===== config.mk =====
export PLATFORM = sky130hd
export DESIGN_NAME = button_debounce_long_press
export DESIGN_NICKNAME = d
export VERILOG_FILES = /design/src/hw/rtl/bdlp_pkg.sv /design/src/hw/rtl/bdlp_lane.sv /design/src/hw/rtl/bdlp_merge.sv /design/src/hw/rtl/button_debounce_long_press.sv
export SDC_FILE = /design/constraint.sdc
export NUM_CORES = 1
export LEC_CHECK = 0
export BUFFER_PORTS_ARGS = -buffer_cell sky130_fd_sc_hd__buf_2
export CORE_MARGIN = 5
export CORE_UTILIZATION = 35
export DETAILED_ROUTE_END_ITERATION = 10
export PLACE_DENSITY = 0.57
export SLEW_MARGIN = 5
export SYNTH_ARGS = -nofsm -noshare
export SYNTH_HDL_FRONTEND = slang
export SYNTH_SLANG_ARGS = --single-unit

===== constraint.sdc =====
create_clock -name clock -period 4.5 [get_ports clock]
set_input_delay 0.9 -clock clock [delete_from_list [all_inputs] [get_ports clock]]
set_output_delay 0.9 -clock clock [all_outputs]
set_load 0.03 [all_outputs]

===== src/hw/rtl/bdlp_pkg.sv =====
// shared constants and types for the button debounce and long-press block
package bdlp_pkg;

   localparam int HOLD_MS          = 500;
   localparam int TICK_MS          = 10;
   localparam int NUM_BUTTONS_DEF  = 4;
   localparam int LEVEL_BITS       = 4;
   localparam int TICKS_W          = 16;
   localparam int REQ_TDATA_W      = 8;
   localparam int RSP_TDATA_W      = 16;

   localparam logic [TICKS_W-1:0] LONG_PRESS_RESET = TICKS_W'(HOLD_MS / TICK_MS);

   localparam logic MODE_TICK = 1'b0;
   localparam logic MODE_READ = 1'b1;

   typedef struct packed {
      logic tick;
      logic clear;
   } lane_ctrl_type;

endpackage


===== src/hw/rtl/bdlp_lane.sv =====
// one button: three-sample debounce, hold countdown and sticky flags
module bdlp_lane (
   input  logic                          clock,
   input  logic                          reset,
   input  bdlp_pkg::lane_ctrl_type       ctrl,
   input  logic                          sample,
   input  logic [bdlp_pkg::TICKS_W-1:0]  ticks,
   output logic                          press_pending,
   output logic                          long_pending
);

   logic [1:0]                      hist_ff, hist_in;
   logic                            stable_ff, stable_in;
   logic [bdlp_pkg::TICKS_W-1:0]    count_ff, count_in;
   logic                            press_ff, press_in;
   logic                            long_ff, long_in;
   logic                            next_lvl;
   logic [bdlp_pkg::TICKS_W-1:0]    count_step;

   always_comb begin
      hist_in    = hist_ff;
      stable_in  = stable_ff;
      count_in   = count_ff;
      press_in   = press_ff;
      long_in    = long_ff;
      count_step = count_ff;
      // level only moves when the two older samples and this one agree
      next_lvl   = ((hist_ff[1] == hist_ff[0]) && (hist_ff[0] == sample)) ? sample : stable_ff;
      if (ctrl.tick) begin
         hist_in = {hist_ff[0], sample};
         if (next_lvl != stable_ff) begin
            stable_in  = next_lvl;
            count_step = ticks;
         end else if (!stable_ff && (count_ff != '0)) begin
            count_step = count_ff - 1'b1;
         end
         count_in = count_step;
         if (!stable_in) begin
            if (count_step >= ticks) begin
               press_in = 1'b1;
            end else if (count_step == '0) begin
               long_in  = 1'b1;
               count_in = ticks;
            end
         end
      end else if (ctrl.clear) begin
         press_in = 1'b0;
         long_in  = 1'b0;
      end
   end

   always_ff @(posedge clock) begin
      if (reset) begin
         hist_ff   <= 2'b11;
         stable_ff <= 1'b1;
         count_ff  <= bdlp_pkg::LONG_PRESS_RESET;
         press_ff  <= 1'b0;
         long_ff   <= 1'b0;
      end else begin
         hist_ff   <= hist_in;
         stable_ff <= stable_in;
         count_ff  <= count_in;
         press_ff  <= press_in;
         long_ff   <= long_in;
      end
   end

   assign press_pending = press_ff;
   assign long_pending  = long_ff;

   a_clear_empties: assert property (@(posedge clock) disable iff (reset)
      (ctrl.clear && !ctrl.tick) |=> (!press_ff && !long_ff))
      else $error("flags survive a read");

   a_release_no_flag: assert property (@(posedge clock) disable iff (reset)
      (ctrl.tick && stable_in && !press_ff && !long_ff) |=> (!press_ff && !long_ff))
      else $error("flag raised while released");

endmodule


===== src/hw/rtl/bdlp_merge.sv =====
// combines lane flags into the response word and holds it in the output register
module bdlp_merge #(
   parameter int NUM_BUTTONS = bdlp_pkg::NUM_BUTTONS_DEF
) (
   input  logic                              clock,
   input  logic                              reset,
   input  logic                              accept,
   input  logic                              mode,
   input  logic [NUM_BUTTONS-1:0]            press_vec,
   input  logic [NUM_BUTTONS-1:0]            long_vec,
   output logic                              ready,
   output logic                              rsp_tvalid,
   input  logic                              rsp_tready,
   output logic [bdlp_pkg::RSP_TDATA_W-1:0]  rsp_tdata
);

   logic [bdlp_pkg::LEVEL_BITS-1:0]   press_bits, long_bits;
   logic                              any_bit;
   logic                              rsp_valid_ff, rsp_valid_in;
   logic [bdlp_pkg::RSP_TDATA_W-1:0]  rsp_data_ff, rsp_data_in;

   // lanes past the levels field count toward any_flag only
   for (genvar j = 0; j < bdlp_pkg::LEVEL_BITS; j++) begin : g_bits
      if (j < NUM_BUTTONS) begin : g_live
         assign press_bits[j] = press_vec[j];
         assign long_bits[j]  = long_vec[j];
      end else begin : g_none
         assign press_bits[j] = 1'b0;
         assign long_bits[j]  = 1'b0;
      end
   end

   assign any_bit = (|press_vec) | (|long_vec);
   assign ready   = !rsp_valid_ff || rsp_tready;

   always_comb begin
      rsp_data_in  = rsp_data_ff;
      rsp_valid_in = rsp_valid_ff && !rsp_tready;
      if (accept) begin
         rsp_valid_in = 1'b1;
         if (mode == bdlp_pkg::MODE_READ) begin
            rsp_data_in = {(bdlp_pkg::RSP_TDATA_W - 2 * bdlp_pkg::LEVEL_BITS - 1)'(0),
                           any_bit, long_bits, press_bits};
         end else begin
            rsp_data_in = '0;
         end
      end
   end

   always_ff @(posedge clock) begin
      if (reset) begin
         rsp_valid_ff <= 1'b0;
      end else begin
         rsp_valid_ff <= rsp_valid_in;
      end
   end

   always_ff @(posedge clock) begin
      rsp_data_ff <= rsp_data_in;
   end

   assign rsp_tvalid = rsp_valid_ff;
   assign rsp_tdata  = rsp_data_ff;

   a_accept_loads: assert property (@(posedge clock) disable iff (reset)
      accept |=> rsp_valid_ff)
      else $error("accepted word not presented");

   a_tick_zero: assert property (@(posedge clock) disable iff (reset)
      (accept && mode == bdlp_pkg::MODE_TICK) |=> (rsp_data_ff == '0))
      else $error("tick word carries flags");

   a_read_any: assert property (@(posedge clock) disable iff (reset)
      (accept && mode == bdlp_pkg::MODE_READ) |=>
         (rsp_data_ff[2*bdlp_pkg::LEVEL_BITS] == $past(any_bit)))
      else $error("any_flag mismatch");

endmodule


===== src/hw/rtl/button_debounce_long_press.sv =====
// top level: debounce and long-press detection for a bank of active-low buttons
//
// req channel: req_tuser is the mode (0 tick, 1 read and clear), req_tdata[3:0]
// the raw levels, one bit per button, 0 = pressed. every accepted word gives
// exactly one rsp word: a tick returns all zeros, a read returns the pending
// press flags (rsp_tdata[3:0]), long-press flags ([7:4]) and any_flag ([8]),
// then clears all flags. buttons past the levels field see a released level.
// csr_wr_en with csr_wr_data sets the countdown reload; write it while idle.
// rsp_tvalid rises in the cycle after acceptance. one word per cycle is
// taken: all button lanes update in parallel in that cycle and the response
// sits in a single output register. when the receiver stalls, the register
// holds its word and req_tready drops until it is taken (req_tready follows
// rsp_tready combinationally). reset: all buttons released, flags cleared,
// countdowns and the reload at 50 ticks, no response pending.
module button_debounce_long_press #(
   parameter int NUM_BUTTONS = bdlp_pkg::NUM_BUTTONS_DEF
) (
   input  logic                              clock,
   input  logic                              reset,
   input  logic                              csr_wr_en,
   input  logic [bdlp_pkg::TICKS_W-1:0]      csr_wr_data,
   input  logic                              req_tvalid,
   output logic                              req_tready,
   input  logic [bdlp_pkg::REQ_TDATA_W-1:0]  req_tdata,   // [3:0] levels
   input  logic                              req_tuser,   // [0] mode
   output logic                              rsp_tvalid,
   input  logic                              rsp_tready,
   output logic [bdlp_pkg::RSP_TDATA_W-1:0]  rsp_tdata    // [3:0] press_flags, [7:4] long_press_flags, [8] any_flag
);

   logic [bdlp_pkg::TICKS_W-1:0]  ticks_ff;
   logic                          accept;
   bdlp_pkg::lane_ctrl_type       lane_ctrl;
   logic [NUM_BUTTONS-1:0]        press_vec, long_vec;

   always_ff @(posedge clock) begin
      if (reset) begin
         ticks_ff <= bdlp_pkg::LONG_PRESS_RESET;
      end else if (csr_wr_en) begin
         ticks_ff <= csr_wr_data;
      end
   end

   assign accept          = req_tvalid && req_tready;
   assign lane_ctrl.tick  = accept && (req_tuser == bdlp_pkg::MODE_TICK);
   assign lane_ctrl.clear = accept && (req_tuser == bdlp_pkg::MODE_READ);

   for (genvar i = 0; i < NUM_BUTTONS; i++) begin : g_lane
      logic sample;
      if (i < bdlp_pkg::LEVEL_BITS) begin : g_in
         assign sample = req_tdata[i];
      end else begin : g_out
         assign sample = 1'b1;
      end
      bdlp_lane u_lane (
         .clock         (clock),
         .reset         (reset),
         .ctrl          (lane_ctrl),
         .sample        (sample),
         .ticks         (ticks_ff),
         .press_pending (press_vec[i]),
         .long_pending  (long_vec[i])
      );
   end

   bdlp_merge #(
      .NUM_BUTTONS (NUM_BUTTONS)
   ) u_merge (
      .clock      (clock),
      .reset      (reset),
      .accept     (accept),
      .mode       (req_tuser),
      .press_vec  (press_vec),
      .long_vec   (long_vec),
      .ready      (req_tready),
      .rsp_tvalid (rsp_tvalid),
      .rsp_tready (rsp_tready),
      .rsp_tdata  (rsp_tdata)
   );

endmodule


# Word level (Yosys, flattened, before mapping)
# Cells that the tools add are included.
[word_totals]
output_inout_bits = 18
ff_bits = 117
in_bits = 30
[op_classes]
reduce_logical = 38
eq_ne = 28
bitwise_logic = 2
order_cmp = 4
mux = 66
add_sub_neg = 4
[op_table]
columns = ["op", "count"]
rows = [
  ["two-way mux 16 bit", 24],
  [">= comparator 16 bit", 4],
  ["zero test 16 bit", 4],
  ["nonzero test 16 bit", 4],
  ["subtractor 16 x 1 -> 16 bit, second input constant", 4],
  ["two-way mux 1 bit", 42],
  ["!= test 2 bit, second input constant", 10],
  ["AND reduction 4 bit", 4],
  ["logical AND 1 bit", 12],
  ["!= test 2 x 1 -> 1 bit, second input constant", 6],
  ["AND reduction 3 bit", 4],
  ["equality test 1 bit", 8],
  ["OR reduction 4 bit", 2],
  ["zero test 1 bit", 6],
  ["!= test 1 bit", 4],
  ["nonzero test 2 bit", 1],
  ["logical OR 1 bit", 1],
  ["inverter 1 bit", 1],
  ["bitwise OR 1 bit", 1],
]

# Longest topological paths before layout
# Gate-level depths: netlist of the first run.
[depth]
ltp_word = 11
depth_mapped = 19

# Modules after synthesis
# A second synthesis of the first run with hierarchy kept.
[unflattened]
hier_cells = 1222
area_unflattened_um2 = 9608.0
[modules_own_cells]
columns = ["mod", "n_inst", "area_each_um2", "cells_each", "seq_area_each_um2"]
rows = [
  ["bdlp_lane (g_lane[0].u_lane ...)", 2, 2077.0, 285, 420.4],
  ["bdlp_lane (g_lane[2].u_lane)", 1, 2265.9, 291, 420.4],
  ["bdlp_lane (g_lane[3].u_lane)", 1, 2138.3, 274, 420.4],
  ["button_debounce_long_press", 1, 604.3, 55, 320.3],
  ["bdlp_merge", 1, 445.4, 32, 290.3],
]

# Worst setup path before layout of the first run
# OpenSTA, ideal clock, no wires.
[synth_path]
path_type = "input-to-reg"
start = "in req_tdata[1] in the netlist's numbering"
end = "reg g_lane[1].u_lane.long_ff"
path_buffers = 4
setup_ns = 0.118
slack_ns = 0.254
t_arrival_ns = 4.127
t_required_ns = 4.382
path_stages = 17
path_cell_list = "nor4b_1 or2_2 clkbuf_1 clkbuf_1 nand2_1 o21ai_1 clkbuf_1 inv_1 ha_1 and4_1 nand2_1 o311a_1 o21ba_2 clkbuf_1 and3_1 a31oi_1 nor2_1"
[synth_between]
elab_chain_cells = 9
word_cells_on_any_way = 14
classes_between = "order compare (1); eq/ne (5); mux (5); reduce/logical (3)"
[synth_lines]
columns = ["element", "line", "text"]
rows = [
  ["from (decl)", "button_debounce_long_press.sv:24", "input logic [bdlp_pkg::REQ_TDATA_W-1:0] req_tdata,"],
  ["equality test 1 bit", "bdlp_lane.sv:28", "next_lvl = ((hist_ff[1] == hist_ff[0]) && (hist_ff[0] == sample)) ? sample : stable_ff;"],
  ["logical AND 1 bit", "bdlp_lane.sv:28", ""],
  ["two-way mux 1 bit (*)", "bdlp_lane.sv:28", ""],
  ["!= test 1 bit", "bdlp_lane.sv:31", "if (next_lvl != stable_ff) begin"],
  ["two-way mux 16 bit", "bdlp_lane.sv:31", ""],
  ["two-way mux 16 bit", "bdlp_lane.sv:29", "if (ctrl.tick) begin"],
  [">= comparator 16 bit or zero test 16 bit (tied branches)", "bdlp_lane.sv:39, bdlp_lane.sv:41", ""],
  ["!= test 2 bit (no line) or != test 2 x 1 -> 1 bit (tied branches)", "n/a", ""],
  ["AND reduction 4 bit (no line) (*)", "n/a", ""],
  ["to (signal assigned)", "bdlp_lane.sv:64", "long_ff <= long_in;"],
  ["to (decl)", "bdlp_lane.sv:16", "logic long_ff, long_in;"],
]
# Every way passes the cells marked *; elsewhere a longest branch is shown, timed or not. The select of a mux whose other input is x is not followed.
# A chain may end at the register's enable or synchronous reset.

# Final worst setup path of the first run
[layout_path]
start = "reg g_lane[0].u_lane.count_ff[1] in the netlist's numbering"
end = "reg g_lane[0].u_lane.count_ff[3] in the netlist's numbering"
[layout_between]
elab_chain_cells = 9
word_cells_on_any_way = 11
classes_between = "add/sub (1); order compare (1); mux (6); reduce/logical (3)"
[layout_lines]
columns = ["element", "line", "text"]
rows = [
  ["from (decl)", "bdlp_lane.sv:14", "logic [bdlp_pkg::TICKS_W-1:0] count_ff, count_in;"],
  ["from (signal assigned)", "bdlp_lane.sv:56", "count_ff <= bdlp_pkg::LONG_PRESS_RESET;"],
  ["from (signal assigned)", "bdlp_lane.sv:62", "count_ff <= count_in;"],
  ["branches (longest 2 deep; another with subtractor 16 x 1 -> 16 bit)", "n/a", ""],
  ["two-way mux 16 bit (*)", "bdlp_lane.sv:34", "end else if (!stable_ff && (count_ff != '0)) begin"],
  ["two-way mux 16 bit (*)", "bdlp_lane.sv:31", ""],
  ["two-way mux 16 bit (*)", "bdlp_lane.sv:29", ""],
  ["branches (longest 3 deep; another with >= comparator 16 bit)", "n/a", ""],
  ["two-way mux 16 bit (*)", "bdlp_lane.sv:38", "if (!stable_in) begin"],
]
# Every way passes the cells marked *. The select of a mux whose other input is x is not followed.

==> results of run 1 <==
-- cells by family after synthesis --
kind of cell / count (synthesis) / share of synthesized area
AO/OA/AOI/OAI: 323 / 0.230
XOR/XNOR: 22 / 0.0220
adder cells (fa/ha/maj): 72 / 0.103
buffers and inverters: 136 / 0.0643
flip-flops: 110 / 0.262
multiplexers: 17 / 0.0194
other: 1 / 0.000428
AND/OR/NAND/NOR: 483 / 0.299
-- power groups by stage --
| stage | Clock [W] | Sequential, W | Combinational, W |
|---|---|---|---|
| 2_1_floorplan | 0 | 0.00109 | 0.000472 |
| 3_3_place_gp | 0 | 0.00112 | 0.000661 |
| 3_5_place_dp | 0 | 0.00112 | 0.000670 |
| 4_1_cts | 0.000839 | 0.00110 | 0.000673 |
| 5_1_grt | 0.000872 | 0.00111 | 0.000751 |
| 6_report | 0.000818 | 0.00110 | 0.000678 |
-- routing by layer --
metal / part of all wire / wire (um)
met1: 0.47 / 13900
met2: 0.44 / 13100
met3: 0.064 / 1890
met4: 0.026 / 758
met5: 0.00044 / 13
-- path summary, 6_finish.rpt --
path | start | to
max | g_lane[0].u_lane.count_ff[1] | g_lane[0].u_lane.count_ff[3]
min | g_lane[2].u_lane.long_pending | g_lane[2].u_lane.long_pending
max reg2reg | g_lane[0].u_lane.count_ff[1] | g_lane[0].u_lane.count_ff[3]
min reg2reg | g_lane[2].u_lane.long_pending | g_lane[2].u_lane.long_pending
-- area by class of cell --
class / count / area share
repair buffers: 97 / 0.0667
well taps: 324 / 0.0415
clock inverters: 6 / 0.00539
clock buffers: 10 / 0.0235
flip-flops and latches: 110 / 0.235
inverters: 48 / 0.0185
multi-input cells: 924 / 0.610
-- flip-flops by register name (all words and copies together) (netlist names) --
register                     cells
g_lane.u_lane.stable_ff          4
u_merge.rsp_tvalid               1
u_merge.rsp_tdata                9
g_lane.u_lane.count_ff          64
ticks_ff                        16
g_lane.u_lane.press_pending      4
g_lane.u_lane.hist_ff            8
g_lane.u_lane.long_pending       4
-- worst min-delay path: cells and delay by family, from the launching register on --
kind	cells	cell delay (ns)
DFF	1	0.32
and+or+nand+nor	1	0.05
AOI/OAI and AO/OA	1	0.06
-- synth_stat cells (7+ instances only) --
cell / number / area (um2)
a211oi_1: 8 / 60.1
a21o_1: 23 / 173
a21oi_1: 74 / 370
a31oi_1: 31 / 194
and2_1: 13 / 81.3
and3_1: 36 / 225
and4_1: 13 / 114
buf_2: 9 / 45.0
buf_4: 7 / 52.6
clkbuf_1: 67 / 251
dfxtp_1: 101 / 2020
edfxtp_1: 9 / 270
ha_1: 72 / 901
inv_1: 45 / 169
mux2i_1: 17 / 170
nand2_1: 88 / 330
nand2b_1: 13 / 81.3
nand3_1: 56 / 280
nand4_1: 19 / 119
nor2_1: 107 / 402
nor3_1: 27 / 135
nor4_1: 30 / 188
nor4b_1: 10 / 87.6
o211ai_1: 20 / 150
o21ai_0: 102 / 510
o31ai_1: 11 / 82.6
or2_2: 12 / 75.1
or3_1: 10 / 62.6
or4_1: 23 / 173
xnor2_1: 16 / 140
-- per-stage QoR --
stage / std cells / hold slack, ns
floorplan: 1170 / 0.440
detailed placement: 1503 / 0.473
global route: 1519 / 0.516
CTS: 1519 / 0.490
global placement: 1503 / 0.465
finish: 1519 / 0.486
-- what timing repair did --
action	in CTS	in global routing
gates resized for setup	0	3
buffers inserted	0	0
endpoints found under the setup margin	0	13
==> impl_metrics.toml, run 1 <==
[die]
die_x_um = 168
dieHeight_um = 168
core_area_um2 = 24500
initial_core_util = 0.358
die_area_um2 = 28300
rows = 57
io_pins = 48

[job]
maxCapViolCount = 0

[critical_path]
path_common_cell = "a21o_1"
crit_cells = 17
cp_max_fo = 12
critical_path_buf_inv_count = 3
criticalPathCategory = "register to register"
crit_path_start_kind = "register"
cp.arrival_ns = 4.51
path_cells = "inv_1 > ha_1 > or3b_2 > nor4_1 > buf_4 > or4b_2 > a31oi_1 > ha_1 > a21o_1 > a21o_1 > a21oi_1 > o21ai_0 > a21o_1 > nor3_2 > nand4_1 > buf_4 > o21ai_0"
max_stage_delay_ns = 0.63
slowest_stage = "or4b_2"
r2r_slack_ns = 0.28
required_ns = 4.79
worst_setup_path_end_kind = "register"
reg2reg_depth = 17
critPathTopFamily = "compound AO/OA/AOI/OAI gates"

[placement]
placed_cell_area_um2 = 9460
gp_congestion = 0.883
pre_cts_ws_ns = 0.197
place_hpwl_um = 21500
numPortBuffers = 36

[final_layout]
fillers = 2573
layout_commonest_cell = "nor2_1"
finalInstanceArea_um2 = 9760
nets = 1292
postLayoutCoreUtil = 0.399
multiInputGateArea_um2 = 5950
layout_common_cells = "106 x nor2_1, 101 x o21ai_0, 101 x dfxtp_1"
n_antenna_cell = 0
regArea_um2 = 2290
drive_gt1_frac = 0.123
area_growth_pct = 11.4

[cts]
clockBufferDepth = 2
clock-sinks = 110
worst_skew_pair.late_latency_ns = 0.37
htreeDepth = 3
clk_pin_slew_ns = 0.08
cts_tree = "built"
cts_hold_buf = 0
cts-root-buf = "clkbuf_16"
numCtsBuffers = 9

[timing]
post-route-min-period_ns = 4.22
finalWorstSetupSlack_ns = 0.280
rsz0062_at_grt = "no"
fmax_ghz = 0.237
hold_viol_final = 0
slew_viol_final = 0
maxSlewHeadroom = 0.518
period_share = 0.938
setup_viol = 0
final.setup.tns_ns = 0
clock_skew_ns = 0.0102
tightest_slew_ns = 0.713

[grt]
grt_overflow = 0
antenna_found_initial = 1
grt_pass1_wl_um = 46500
grt_pass1_vias = 8192
grtUsageMet3 = 0.0267
busiest_layer = "met2"
grt_start_max_net_pins = 82
use_met2 = 0.322
track_usage = 0.206
gr-usage-met1 = 0.296

[drt]
routed_wl_um = 29700
dr_total_vias = 8857
avgRoutedWirePerCell_um = 19.5
drcViolationCount = 0
first_pass_iters = 5
drt_iter0_markers = 856
vias_per_cell = 5.83
ant_nets = 0

[min_path]
hp-class = "register to register"
min_path_cells = 2

[pwr]
leakage_nw = 4.02
vdd_drop_max_v = 0.000196
p_seq_frac = 0.424
p_sw_frac = 0.354
power_density_nw_per_um2 = 266
p_int_w = 0.00168
pwr-share-clk = 0.315
p_switching_w = 0.000919
combPwrFrac = 0.261
power_w = 0.00260

[logic_synthesis]
ys.flop_type = "dfxtp_1"
async_reset_ff_frac = 0
postSynthAreaPerCell_um2 = 7.52
synth-seq-cells = 110
yosysWarnings = 0
ys_types = 79
syn_inst = 1164
netlist_area_um2 = 8760
yosysSeqAreaShare = 0.262
synth_edf_count = 9

[status]
status = "complete, no violations"
Power figures use the tool's default switching activity.
==> inputs of run 2 (changes only) <==
--- a/config.mk
+++ b/config.mk
@@ -9,7 +9,8 @@
 export CORE_MARGIN = 5
 export CORE_UTILIZATION = 35
 export DETAILED_ROUTE_END_ITERATION = 10
-export PLACE_DENSITY = 0.57
+export HOLD_SLACK_MARGIN = 0.02
+export SKIP_CTS_REPAIR_TIMING = 1
 export SLEW_MARGIN = 5
 export SYNTH_ARGS = -nofsm -noshare
 export SYNTH_HDL_FRONTEND = slang
==> impl_metrics.toml, run 2 (synthesis results as in run 1) <==
[timing]
maxSlewHeadroom = 0.386
hold_viol_final = 0
rsz0062_at_grt = "no"
fmax_ghz = 0.235
final.setup.tns_ns = 0
whs_ns = 0.495
clock_skew_ns = 0.0134
post-route-min-period_ns = 4.26
setup_viol = 0
tightest_slew_ns = 0.918
slew_viol_final = 0
period_share = 0.946

[drt]
drcViolationCount = 0
dr_total_vias = 9168
ant_nets = 0
routed_wl_um = 30100
met2_wirelength_um = 13300
wl_met3_um = 2250
vias_per_cell = 5.98
first_pass_iters = 5
avgRoutedWirePerCell_um = 19.7
routed.top_layer = "met4"
wl_met1_um = 13800
drt_iter0_markers = 789

[grt]
grt_pass1_wl_um = 47300
antenna_found_initial = 0
grt_pass1_vias = 8375
grt_start_max_net_pins = 41
grt_overflow = 0
track_usage = 0.208

[placement]
dp.cells = 1516
gp_congestion = 0.941
numPortBuffers = 36
place_hpwl_um = 21700

[die]
io_pins = 48
core_area_um2 = 24500
rows = 57
die_area_um2 = 28300
die_x_um = 168
dieHeight_um = 168
initial_core_util = 0.358

[critical_path]
cp.arrival_ns = 4.55
crit_path_start_kind = "register"
reg2reg_depth = 17
criticalPathCategory = "register to register"
worst_setup_path_end_kind = "register"
required_ns = 4.79
r2r_slack_ns = 0.24
crit_end = "g_lane[0].u_lane.count_ff[9]"
r2r-end = "g_lane[0].u_lane.count_ff[9]"
cp_max_fo = 12
cp-startpoint = "g_lane[0].u_lane.count_ff[0]"
r2r-start = "g_lane[0].u_lane.count_ff[0]"

[min_path]
hp-class = "register to register"

[final_layout]
nets = 1305
area_growth_pct = 12.8
layout_common_cells = "106 x nor2_1, 101 x o21ai_0, 101 x dfxtp_1"
drive_gt1_frac = 0.134
fin_cells = 1532
n_antenna_cell = 0
top_register = "g_lane.u_lane.count_ff"
largest_reg_flops = 64
fillers = 2490
layout_commonest_cell = "nor2_1"

[cts]
cts-root-buf = "clkbuf_16"
clockBufferDepth = 2
clock-sinks = 110
numCtsBuffers = 9
htreeDepth = 3
clk_pin_slew_ns = 0.08
worst_skew_pair.late_latency_ns = 0.37
cts_tree = "built"

[pwr]
power_density_nw_per_um2 = 267
leakage_nw = 4.10
vdd_drop_max_v = 0.000163

[job]
maxCapViolCount = 0

[status]
status = "complete, no violations"
-- run 2: metrics by stage --
step / area [um2] / power (W) / worst slack [ns] / utilization
global route: 9870 / 0.00278 / 0.0244 / 0.404
detailed placement: 9560 / 0.00182 / 0.185 / 0.391
global placement: 9560 / 0.00181 / 0.192 / 0.391
finish: 9870 / 0.00264 / 0.243 / 0.404
CTS: 9850 / 0.00265 / 0.159 / 0.403
floorplan: 8780 / 0.00156 / 0.254 / -
-- run 2: final cells by class --
type / instances / area (um2) / share of cell area
inverters: 48 / 180 / 0.0182
clock buffers: 9 / 225 / 0.0228
well taps: 324 / 405 / 0.0411
flip-flops and latches: 110 / 2290 / 0.232
repair buffers: 110 / 748 / 0.0758
clock inverters: 7 / 63.8 / 0.00646
multi-input cells: 924 / 5960 / 0.604
-- run 2: how the worst min path moves through the flow --
stage	from	end	slack [ns]	cells past startpoint
2_1_floorplan	g_lane[0].u_lane.long_pending	g_lane[0].u_lane.long_pending	0.44	2
3_3_place_gp	g_lane[2].u_lane.long_pending	g_lane[2].u_lane.long_pending	0.47	2
3_5_place_dp	g_lane[2].u_lane.long_pending	g_lane[2].u_lane.long_pending	0.48	2
4_1_cts	g_lane[2].u_lane.long_pending	g_lane[2].u_lane.long_pending	0.49	2
5_1_grt	g_lane[0].u_lane.press_pending	g_lane[0].u_lane.press_pending	0.53	2
6_report	g_lane[2].u_lane.long_pending	g_lane[2].u_lane.long_pending	0.50	2
-- run 2: worst max-delay path: stages, from the launching register on --
cell and delay [ns]:
dfxtp_1 0.37, inv_1 0.10, ha_1 0.21, or3b_2 0.25, nor4_4 0.06, buf_4 0.14, or4b_2 0.62, a31oi_1 0.44
ha_1 0.35, a21o_1 0.19, a21o_1 0.17, a21oi_1 0.14, o21ai_0 0.09, a21o_1 0.23, nor3_2 0.25, nand4_1 0.13
buf_4 0.22, o21ai_0 0.20
-- run 2: power by group --
part / switching, W / internal [W]
clock: 0.000434 / 0.000391
sequential: 0.0000691 / 0.00103
combinational: 0.000434 / 0.000284
-- run 2: layer usage --
metal / up-vias / track usage
met5: - / 0
met1: 4356 / 0.295
li1: 4400 / -
met4: 0 / 0.0653
met2: 363 / 0.323
met3: 49 / 0.0335
